[config.mk]
export PLATFORM = sky130hd
export DESIGN_NAME = fifo_job_queue_with_deadlines_top_flat
export DESIGN_NICKNAME = d
export VERILOG_FILES = /design/src/hdl/jq_pkg.sv /design/src/hdl/jq_if.sv /design/src/hdl/jq_slot_ram.sv /design/src/hdl/jq_ctrl.sv /design/src/hdl/fifo_job_queue_with_deadlines_top.sv /design/src/flat_wrapper.sv
export SDC_FILE = /design/constraint.sdc
export NUM_CORES = 1
export LEC_CHECK = 0
export ABC_AREA = 1
export BUFFER_PORTS_ARGS = -buffer_cell sky130_fd_sc_hd__clkbuf_2
export CAP_MARGIN = 0
export CORE_MARGIN = 1.5
export CORE_UTILIZATION = 23
export CTS_BUF_LIST = sky130_fd_sc_hd__clkbuf_4
export DETAILED_ROUTE_END_ITERATION = 16
export GPL_ROUTABILITY_DRIVEN = 0
export GPL_TIMING_DRIVEN = 0
export PLACE_DENSITY = 0.4
export RECOVER_POWER = 50
export SYNTH_ARGS = -nofsm -noshare
export SYNTH_HDL_FRONTEND = slang
export SYNTH_HIERARCHICAL = 1
export SYNTH_SLANG_ARGS = --single-unit
[constraint.sdc]
create_clock -name clk_i -period 27.5 [get_ports clk_i]
set_input_delay 2.75 -clock clk_i [delete_from_list [all_inputs] [get_ports clk_i]]
set_output_delay 2.75 -clock clk_i [all_outputs]
set_load 0.02 [all_outputs]
[src/hdl/jq_pkg.sv]
`timescale 1ns / 1ps
// ----------------------------------------------------------------------------
// Job queue package
// Sizes, slot and result record types, outcome codes and controller states.
// ----------------------------------------------------------------------------
package jq_pkg;

  localparam int QUEUE_DEPTH = 3;
  localparam int TIME_WIDTH  = 32;
  localparam int ID_WIDTH    = 16;

  localparam int IDX_W = (QUEUE_DEPTH > 1) ? $clog2(QUEUE_DEPTH) : 1;
  localparam int CNT_W = $clog2(QUEUE_DEPTH + 1);
  localparam int SUM_W = $clog2(2 * QUEUE_DEPTH);

  typedef logic [TIME_WIDTH-1:0] time_t;
  typedef logic [IDX_W-1:0]      idx_t;
  typedef logic [CNT_W-1:0]      cnt_t;

  typedef enum logic [1:0] {
    OC_DONE     = 2'd0,
    OC_EXP_HEAD = 2'd1,
    OC_EXP_RUN  = 2'd2,
    OC_REJECT   = 2'd3
  } outcome_e;

  typedef enum logic [1:0] {
    ST_IDLE,
    ST_CHECK,
    ST_RUN,
    ST_DRAIN
  } state_e;

  typedef struct packed {
    logic [ID_WIDTH-1:0] id;
    time_t               arr;
    time_t               len;
    time_t               dl;
  } slot_t;

  localparam int SLOT_W = $bits(slot_t);

  typedef struct packed {
    logic [ID_WIDTH-1:0] id;
    outcome_e            outcome;
    time_t               event_time;
    time_t               wait_delay;
    logic                last;
  } result_t;

endpackage

[src/hdl/jq_if.sv]
`timescale 1ns / 1ps
// ----------------------------------------------------------------------------
// Job queue channel interfaces
// Arriving job channel and result record channel, valid/ready handshake.
// ----------------------------------------------------------------------------
interface jq_job_if;
  logic                          valid;
  logic                          ready;
  logic [jq_pkg::ID_WIDTH-1:0]   job_id;
  logic [jq_pkg::TIME_WIDTH-1:0] arrival_time;
  logic [jq_pkg::TIME_WIDTH-1:0] run_length;
  logic [jq_pkg::TIME_WIDTH-1:0] deadline;
  logic                          final_job;

  modport source (output valid, job_id, arrival_time, run_length, deadline, final_job,
                  input ready);
  modport sink (input valid, job_id, arrival_time, run_length, deadline, final_job,
                output ready);
endinterface

interface jq_res_if;
  logic                          valid;
  logic                          ready;
  logic [jq_pkg::ID_WIDTH-1:0]   job_id_res;
  logic [1:0]                    outcome;
  logic [jq_pkg::TIME_WIDTH-1:0] event_time;
  logic [jq_pkg::TIME_WIDTH-1:0] wait_delay;
  logic                          last_result;

  modport source (output valid, job_id_res, outcome, event_time, wait_delay, last_result,
                  input ready);
  modport sink (input valid, job_id_res, outcome, event_time, wait_delay, last_result,
                output ready);
endinterface

[src/hdl/jq_slot_ram.sv]
`timescale 1ns / 1ps
// ----------------------------------------------------------------------------
// Job queue slot RAM
// Simple dual-port RAM, one write and one registered read per cycle.
// ----------------------------------------------------------------------------
module jq_slot_ram #(
  parameter int DEPTH  = 3,
  parameter int WIDTH  = 8,
  parameter int ADDR_W = 2
) (
  input  logic              clk_i,
  input  logic              we_i,
  input  logic [ADDR_W-1:0] waddr_i,
  input  logic [WIDTH-1:0]  wdata_i,
  input  logic              re_i,
  input  logic [ADDR_W-1:0] raddr_i,
  output logic [WIDTH-1:0]  rdata_o
);

  logic [WIDTH-1:0] mem [DEPTH];
  logic [WIDTH-1:0] rdata_q;

  always_ff @(posedge clk_i) begin
    if (we_i) begin
      mem[waddr_i] <= wdata_i;
    end
  end

  // Read data holds until the next read.
  always_ff @(posedge clk_i) begin
    if (re_i) begin
      rdata_q <= mem[raddr_i];
    end
  end

  assign rdata_o = rdata_q;

endmodule

[src/hdl/jq_ctrl.sv]
`timescale 1ns / 1ps
// ----------------------------------------------------------------------------
// Job queue controller
// Admission, head retirement and drain sequencing around the slot RAM.
// ----------------------------------------------------------------------------
module jq_ctrl (
  input  logic                         clk_i,
  input  logic                         rst_ni,
  input  logic                         in_valid_i,
  output logic                         in_ready_o,
  input  jq_pkg::slot_t                in_job_i,
  input  logic                         in_final_i,
  output logic                         emit_o,
  output jq_pkg::result_t              rec_o,
  input  logic                         out_free_i,
  output logic                         we_o,
  output jq_pkg::idx_t                 waddr_o,
  output jq_pkg::slot_t                wdata_o,
  output logic                         re_o,
  output jq_pkg::idx_t                 raddr_o,
  input  jq_pkg::slot_t                rdata_i
);

  jq_pkg::state_e state_q, state_d;
  jq_pkg::slot_t  job_q, job_d;
  logic           final_q, final_d;
  logic           drain_q, drain_d;
  jq_pkg::time_t  free_q, free_d;
  jq_pkg::idx_t   head_q, head_d;
  jq_pkg::cnt_t   count_q, count_d;

  logic [jq_pkg::SUM_W-1:0]      tail_sum;
  jq_pkg::idx_t                  tail;
  jq_pkg::idx_t                  head_inc;
  jq_pkg::cnt_t                  count_dec;
  logic [jq_pkg::TIME_WIDTH:0]   fin;
  logic                          exp_head;
  logic                          fits;
  jq_pkg::time_t                 free_after;
  logic                          pre_run;

  always_comb begin
    tail_sum = jq_pkg::SUM_W'(head_q) + jq_pkg::SUM_W'(count_q);
    if (tail_sum >= jq_pkg::SUM_W'(jq_pkg::QUEUE_DEPTH)) begin
      tail_sum = tail_sum - jq_pkg::SUM_W'(jq_pkg::QUEUE_DEPTH);
    end
    tail      = tail_sum[jq_pkg::IDX_W-1:0];
    head_inc  = (head_q == jq_pkg::IDX_W'(jq_pkg::QUEUE_DEPTH - 1)) ? '0 : head_q + 1'b1;
    count_dec = count_q - 1'b1;
    pre_run   = (count_q != '0) && (free_q < job_q.arr);
    // Finish time carries one extra bit so that it never wraps.
    fin       = {1'b0, free_q} + {1'b0, rdata_i.len};
    exp_head  = free_q >= rdata_i.dl;
    fits      = fin <= {1'b0, rdata_i.dl};
    if (exp_head) begin
      free_after = free_q;
    end else if (fits) begin
      free_after = fin[jq_pkg::TIME_WIDTH-1:0];
    end else begin
      free_after = rdata_i.dl;
    end
  end

  always_comb begin
    state_d    = state_q;
    job_d      = job_q;
    final_d    = final_q;
    drain_d    = drain_q;
    free_d     = free_q;
    head_d     = head_q;
    count_d    = count_q;
    in_ready_o = 1'b0;
    emit_o     = 1'b0;
    rec_o      = '0;
    we_o       = 1'b0;
    waddr_o    = tail;
    wdata_o    = job_q;
    re_o       = 1'b0;
    raddr_o    = head_q;
    case (state_q)
      jq_pkg::ST_IDLE: begin
        in_ready_o = 1'b1;
        if (in_valid_i) begin
          job_d   = in_job_i;
          final_d = in_final_i;
          state_d = jq_pkg::ST_CHECK;
        end
      end
      jq_pkg::ST_CHECK: begin
        if (pre_run) begin
          re_o    = 1'b1;
          state_d = jq_pkg::ST_RUN;
        end else begin
          if ((count_q == '0) && (free_q < job_q.arr)) begin
            free_d = job_q.arr;
          end
          if (count_q < jq_pkg::CNT_W'(jq_pkg::QUEUE_DEPTH)) begin
            we_o    = 1'b1;
            count_d = count_q + 1'b1;
            drain_d = final_q;
            state_d = final_q ? jq_pkg::ST_DRAIN : jq_pkg::ST_IDLE;
          end else begin
            emit_o           = 1'b1;
            rec_o.id         = job_q.id;
            rec_o.outcome    = jq_pkg::OC_REJECT;
            rec_o.event_time = job_q.arr;
            rec_o.wait_delay = '0;
            rec_o.last       = !final_q;
            if (out_free_i) begin
              drain_d = final_q;
              state_d = final_q ? jq_pkg::ST_DRAIN : jq_pkg::ST_IDLE;
            end
          end
        end
      end
      jq_pkg::ST_RUN: begin
        emit_o   = 1'b1;
        rec_o.id = rdata_i.id;
        if (exp_head) begin
          rec_o.outcome    = jq_pkg::OC_EXP_HEAD;
          rec_o.event_time = free_q;
          rec_o.wait_delay = free_q - rdata_i.arr;
        end else if (fits) begin
          rec_o.outcome    = jq_pkg::OC_DONE;
          rec_o.event_time = fin[jq_pkg::TIME_WIDTH-1:0];
          rec_o.wait_delay = free_q - rdata_i.arr;
        end else begin
          rec_o.outcome    = jq_pkg::OC_EXP_RUN;
          rec_o.event_time = rdata_i.dl;
          rec_o.wait_delay = rdata_i.dl - rdata_i.arr;
        end
        // Before admission the new job is still to come, so only a drain
        // can end the input on an empty queue.
        if (drain_q) begin
          rec_o.last = (count_dec == '0);
        end else begin
          rec_o.last = !final_q && !((count_dec != '0) && (free_after < job_q.arr));
        end
        if (out_free_i) begin
          free_d  = free_after;
          head_d  = head_inc;
          count_d = count_dec;
          state_d = drain_q ? jq_pkg::ST_DRAIN : jq_pkg::ST_CHECK;
        end
      end
      jq_pkg::ST_DRAIN: begin
        if (count_q != '0) begin
          re_o    = 1'b1;
          state_d = jq_pkg::ST_RUN;
        end else begin
          drain_d = 1'b0;
          state_d = jq_pkg::ST_IDLE;
        end
      end
      default: begin
        state_d = jq_pkg::ST_IDLE;
      end
    endcase
  end

  always_ff @(posedge clk_i or negedge rst_ni) begin
    if (!rst_ni) begin
      state_q <= jq_pkg::ST_IDLE;
      drain_q <= 1'b0;
      free_q  <= '0;
      head_q  <= '0;
      count_q <= '0;
    end else begin
      state_q <= state_d;
      drain_q <= drain_d;
      free_q  <= free_d;
      head_q  <= head_d;
      count_q <= count_d;
    end
  end

  always_ff @(posedge clk_i) begin
    job_q   <= job_d;
    final_q <= final_d;
  end

  a_count_bound : assert property (@(posedge clk_i) disable iff (!rst_ni)
    count_q <= jq_pkg::CNT_W'(jq_pkg::QUEUE_DEPTH))
    else $error("waiting count beyond queue depth");

  a_no_rw_overlap : assert property (@(posedge clk_i) disable iff (!rst_ni)
    !(we_o && re_o))
    else $error("slot write and read in the same cycle");

  a_read_nonempty : assert property (@(posedge clk_i) disable iff (!rst_ni)
    re_o |-> (count_q != '0))
    else $error("slot read from an empty queue");

  a_read_then_run : assert property (@(posedge clk_i) disable iff (!rst_ni)
    re_o |=> (state_q == jq_pkg::ST_RUN))
    else $error("slot read not followed by retirement");

  a_last_drain_idle : assert property (@(posedge clk_i) disable iff (!rst_ni)
    (state_q == jq_pkg::ST_RUN && drain_q && emit_o && out_free_i && rec_o.last)
      |=> ##1 (state_q == jq_pkg::ST_IDLE))
    else $error("drain did not end after its last record");

endmodule

[src/hdl/fifo_job_queue_with_deadlines_top.sv]
`timescale 1ns / 1ps
// ----------------------------------------------------------------------------
// FIFO job queue with deadlines, top level
// Single-server scheduler: jobs wait in a bounded FIFO held in a slot RAM and
// are retired in order, each reported as done, expired or rejected.
//
// Sequence: an accepted job is examined in the following cycle; each retired head
// job takes a registered RAM read, then an evaluation that writes the result
// register and waits while that register is full. A new job is taken only after
// the previous one and the retirements and drain it caused are complete.
// Reset clears the server clock, head pointer and count; the slot RAM is not
// cleared, since only slots holding a waiting job are ever read.
// ----------------------------------------------------------------------------
module fifo_job_queue_with_deadlines_top (
  input  logic clk_i,
  input  logic rst_ni,
  jq_job_if.sink   job_i,
  jq_res_if.source res_o
);

  jq_pkg::slot_t   in_job;
  jq_pkg::slot_t   wdata;
  jq_pkg::slot_t   rdata;
  jq_pkg::idx_t    waddr;
  jq_pkg::idx_t    raddr;
  jq_pkg::result_t rec;
  jq_pkg::result_t res_q;
  logic            we;
  logic            re;
  logic            emit;
  logic            out_free;
  logic            res_valid_q, res_valid_d;

  // Pack the arriving job into the slot layout used by the RAM.
  assign in_job.id  = job_i.job_id;
  assign in_job.arr = job_i.arrival_time;
  assign in_job.len = job_i.run_length;
  assign in_job.dl  = job_i.deadline;

  jq_ctrl u_ctrl (
    .clk_i      (clk_i),
    .rst_ni     (rst_ni),
    .in_valid_i (job_i.valid),
    .in_ready_o (job_i.ready),
    .in_job_i   (in_job),
    .in_final_i (job_i.final_job),
    .emit_o     (emit),
    .rec_o      (rec),
    .out_free_i (out_free),
    .we_o       (we),
    .waddr_o    (waddr),
    .wdata_o    (wdata),
    .re_o       (re),
    .raddr_o    (raddr),
    .rdata_i    (rdata)
  );

  jq_slot_ram #(
    .DEPTH  (jq_pkg::QUEUE_DEPTH),
    .WIDTH  (jq_pkg::SLOT_W),
    .ADDR_W (jq_pkg::IDX_W)
  ) u_slot_ram (
    .clk_i   (clk_i),
    .we_i    (we),
    .waddr_i (waddr),
    .wdata_i (wdata),
    .re_i    (re),
    .raddr_i (raddr),
    .rdata_o (rdata)
  );

  // The result register can take a new record when it is empty or when its
  // current record is being transferred in this cycle.
  assign out_free = !res_valid_q || res_o.ready;

  always_comb begin
    res_valid_d = res_valid_q;
    if (emit && out_free) begin
      res_valid_d = 1'b1;
    end else if (res_o.ready) begin
      res_valid_d = 1'b0;
    end
  end

  always_ff @(posedge clk_i or negedge rst_ni) begin
    if (!rst_ni) begin
      res_valid_q <= 1'b0;
    end else begin
      res_valid_q <= res_valid_d;
    end
  end

  always_ff @(posedge clk_i) begin
    if (emit && out_free) begin
      res_q <= rec;
    end
  end

  assign res_o.valid       = res_valid_q;
  assign res_o.job_id_res  = res_q.id;
  assign res_o.outcome     = res_q.outcome;
  assign res_o.event_time  = res_q.event_time;
  assign res_o.wait_delay  = res_q.wait_delay;
  assign res_o.last_result = res_q.last;

endmodule

[src/flat_wrapper.sv]
// flat-port wrapper written by rule: the top's interface ports become plain ports
module fifo_job_queue_with_deadlines_top_flat 
  (clk_i, rst_ni, job_i_valid, job_i_job_id, job_i_arrival_time, job_i_run_length, job_i_deadline, job_i_final_job, job_i_ready, res_o_valid, res_o_job_id_res, res_o_outcome, res_o_event_time, res_o_wait_delay, res_o_last_result, res_o_ready);
  jq_job_if job_i_i ();
  jq_res_if res_o_i ();
  input  logic clk_i;
  input  logic rst_ni;
  input wire logic [$bits(job_i_i.valid)-1:0] job_i_valid;
  input wire logic [$bits(job_i_i.job_id)-1:0] job_i_job_id;
  input wire logic [$bits(job_i_i.arrival_time)-1:0] job_i_arrival_time;
  input wire logic [$bits(job_i_i.run_length)-1:0] job_i_run_length;
  input wire logic [$bits(job_i_i.deadline)-1:0] job_i_deadline;
  input wire logic [$bits(job_i_i.final_job)-1:0] job_i_final_job;
  output wire logic [$bits(job_i_i.ready)-1:0] job_i_ready;
  output wire logic [$bits(res_o_i.valid)-1:0] res_o_valid;
  output wire logic [$bits(res_o_i.job_id_res)-1:0] res_o_job_id_res;
  output wire logic [$bits(res_o_i.outcome)-1:0] res_o_outcome;
  output wire logic [$bits(res_o_i.event_time)-1:0] res_o_event_time;
  output wire logic [$bits(res_o_i.wait_delay)-1:0] res_o_wait_delay;
  output wire logic [$bits(res_o_i.last_result)-1:0] res_o_last_result;
  input wire logic [$bits(res_o_i.ready)-1:0] res_o_ready;
  assign job_i_i.valid = job_i_valid;
  assign job_i_i.job_id = job_i_job_id;
  assign job_i_i.arrival_time = job_i_arrival_time;
  assign job_i_i.run_length = job_i_run_length;
  assign job_i_i.deadline = job_i_deadline;
  assign job_i_i.final_job = job_i_final_job;
  assign job_i_ready = job_i_i.ready;
  assign res_o_valid = res_o_i.valid;
  assign res_o_job_id_res = res_o_i.job_id_res;
  assign res_o_outcome = res_o_i.outcome;
  assign res_o_event_time = res_o_i.event_time;
  assign res_o_wait_delay = res_o_i.wait_delay;
  assign res_o_last_result = res_o_i.last_result;
  assign res_o_i.ready = res_o_ready;
  fifo_job_queue_with_deadlines_top u_core (.clk_i(clk_i), .rst_ni(rst_ni), .job_i(job_i_i), .res_o(res_o_i));
endmodule
==> flow_summary_export.csv <==
group,metric,value,unit
detailed_routing,routed_wirelength,109000,um
cells_and_area,syn2layout_area_growth,18.2,%
sta,finalWorstSetupSlack,20.18,ns
sta,fmax,137,MHz
grt,grt_max_degree,60,
sta,skew,0.0967,ns
detailed_routing,dr.pass1.iters,5,
place,dp_hpwl,83800,um
grt,antenna_found_initial,33,
detailed_routing,drtIter0Drc,1344,
yosys,synth_cell_types,72,
run_status,violations,"capacitance limit, slew limit",
floorplanning,core.rowCount,141,
sta,tightest_slew,4.25,ns
detailed_routing,wire_per_inst,19.4,um
yosys,synth_top_flop_cell,"edfxtp_1",
floorplanning,num_io_pins,202,
yosys,syn_area,0.0342,mm^2
grt,grt_pass1_wl,159000,um
sta,setup_viol,0,
sta,rsz0062_at_grt,"no",
place,port_buffers,201,
setup_path,r2r_end,"u_core/res_o.last_result",
clock_tree,cts_resized,0,
hold_path,hold_class,"register to register",
clock_tree,cts_buffer_depth,3,
setup_path,r2r_slack,20.18,ns
setup_path,worstSetupPathType,"register to register",
yosys,syn_inst,3143,
place,dpl_worst_slack,20.14,ns
floorplanning,die_area,0.151,mm^2
run,drv_cap,3,
yosys,synthArstFlopShare,5.85,%
yosys,avgSynthCellArea,10.9,um^2
sta,period_share,26.6,%
setup_path,crit_required,28.38,ns
clock_tree,hold_buffers,0,
hold_path,whs_path_depth,0,
sta,slew-limit-headroom,-184,%
clock_tree,cts_tree,"done",
yosys,syn-num-nets,3493,
detailed_routing,drc,0,
clock_tree,htreeDepth,4,
yosys,ys_seq_area_share,59.5,%
yosys,ys_seq_elements,684,
floorplanning,chipHeight,389,um
detailed_routing,num_vias,23800,
setup_path,slowest_stage,"dfrtp_1",
setup_path,cp.arrival,8.20,ns
grt,grt_pass1_vias,23900,
setup_path,crit_path_end_kind,"register",
cells_and_area,nNetsFinal,3918,
sta,hold_viol_final,0,
sta,finalCriticalPeriod,7.32,ns
cells_and_area,layout_commonest_cell,"nand2_1",
setup_path,rr_worst_depth,45,
setup_path,worstPathMaxFanout,10,
grt,globalRoute.totalOverflow,0,
sta,finalSetupTns,0,ns
clock_tree,post_cts_buffers,0,
setup_path,crit_path_max_incr_delay,0.57,ns
run_status,outcome,"finished with violations",
floorplanning,initial_core_util,23.2,%
grt,grt_use_total,14.4,%
sta,slew_violations,157,
clock_tree,cts.reportedPaths.clkPinSlew,0.07,ns
hold_path,min_to,"u_core/u_slot_ram/mem[0][36]",
cells_and_area,drive_above_1_share,18.2,%
floorplanning,die_w,389,um
clock_tree,clock-sinks,684,
clock_tree,cts_buffers,184,
hold_path,hp-start,"u_core/u_ctrl/wdata_o[36]",
detailed_routing,viasPerCell,4.22,
yosys,yosys_warnings,6,
clock_tree,clock_latency,1.12,ns
detailed_routing,antenna_left,0,
yosys,synth_edf_count,644,
clock_tree,cts_root_buf,"clkbuf_4",
cells_and_area,mostFrequentLayoutCells,"nand2_1 (760), edfxtp_1 (644), inv_1 (459)",
setup_path,critPathMostFrequentCell,"nand2_1",
floorplanning,core-area,0.148,mm^2
setup_path,worstSetupStartpointType,"register",
cells_and_area,fill_cells,15500,
setup_path,r2r-start,"u_core/u_ctrl/free_q[3]",
-- sequential cells by signal (all words and copies together) (netlist names), 16 cells and up --
| register | count |
|---|---|
| u_core/u_slot_ram/mem | 336 |
| u_core/u_ctrl/wdata_o | 112 |
| u_core/u_slot_ram/rdata_o | 112 |
| u_core/res_o.event_time | 32 |
| u_core/res_o.wait_delay | 32 |
| u_core/u_ctrl/free_q | 32 |
| u_core/res_o.job_id_res | 16 |
-- per-layer routing --
| metal | wire, um | vias up | GRT usage, % |
|---|---|---|---|
| met5 | 265 | - | 0 |
| met4 | 2940 | 46 | 4.93 |
| met3 | 6580 | 190 | 3.84 |
| met2 | 51100 | 591 | 23.6 |
| met1 | 48500 | 11200 | 18.3 |
| li1 | - | 11800 | - |
-- worst max-delay path by stage --
stage | end | slack [ns] | from | cells after the start
4_1_cts | u_core/res_o.last_result | 20.13 | u_core/u_ctrl/free_q[3] | 45
2_1_floorplan | u_core/u_slot_ram/mem[1][0] | 16.92 | u_core/u_ctrl/count_q[0] | 8
3_5_place_dp | u_core/res_o.last_result | 20.14 | u_core/u_ctrl/free_q[3] | 45
6_report | u_core/res_o.last_result | 20.18 | u_core/u_ctrl/free_q[3] | 45
3_3_place_gp | u_core/u_slot_ram/mem[1][47] | 7.57 | u_core/u_ctrl/wdata_o[81] | 13
5_1_grt | u_core/res_o.last_result | 19.77 | u_core/u_ctrl/free_q[3] | 45
-- stage by stage --
step                      hold slack [ns]  area (um^2)  util, %  cells
final                               0.448        40400     27.4   5637
after global routing                0.450        40400     27.4   5632
after CTS                           0.454        40500     27.5   5630
after detailed placement            0.458        38200     25.9   5312
after global placement              0.459        37600     25.5   5274
after floorplan                     0.440        34200        -   3143
-- logic make-up after synthesis --
kind of cell               count (synthesis)  share of synthesized area, %
and+or+nand+nor                         1072                          13.0
xor gates and xnor gates                  76                          2.01
adders and majority gates                233                          8.61
DFF                                      684                          59.5
AOI/OAI and AO/OA                        521                          10.1
buffers and inverters                    557                          6.79
-- synth_stat cells (all sizes together), types with 15 or more instances --
| library cell | count | area [um^2] |
|---|---|---|
| a211oi | 15 | 118 |
| a21oi | 209 | 1160 |
| a221oi | 22 | 299 |
| buf | 67 | 475 |
| clkbuf | 18 | 67.6 |
| dfrtp | 40 | 1000 |
| edfxtp | 644 | 19300 |
| ha | 229 | 2870 |
| inv | 472 | 1780 |
| nand2 | 769 | 2930 |
| nand3 | 152 | 781 |
| nor2 | 101 | 417 |
| nor3 | 16 | 85.1 |
| o21ai | 151 | 887 |
| o22ai | 52 | 325 |
| xnor2 | 35 | 322 |
| xor2 | 41 | 367 |
-- worst max-delay path, delay by kind of cell (launching register included) --
kind | cells | cell delay (ns)
compound gates | 16 | 2.48
xor+xnor | 1 | 0.32
fa+ha+maj | 3 | 0.89
buf+inv | 5 | 0.64
flops | 1 | 0.57
simple gates | 20 | 2.18
-- area by class of cell --
| cell class | count | area (um^2) | share of cell area [%] |
|---|---|---|---|
| diodes | 7 | 17.5 | 0.0433 |
| well taps | 1930 | 2410 | 5.98 |
| plain buffers | 85 | 468 | 1.16 |
| inverters | 472 | 1780 | 4.41 |
| clock buffers | 268 | 2010 | 4.98 |
| repair buffers | 239 | 1500 | 3.72 |
| clock inverters | 50 | 319 | 0.790 |
| flip-flops and latches | 684 | 20300 | 50.3 |
| multi-input cells | 1902 | 11600 | 28.6 |
Power is not shown: default switching activity piles up to over one toggle a cycle in this logic, so the estimate is an artifact.
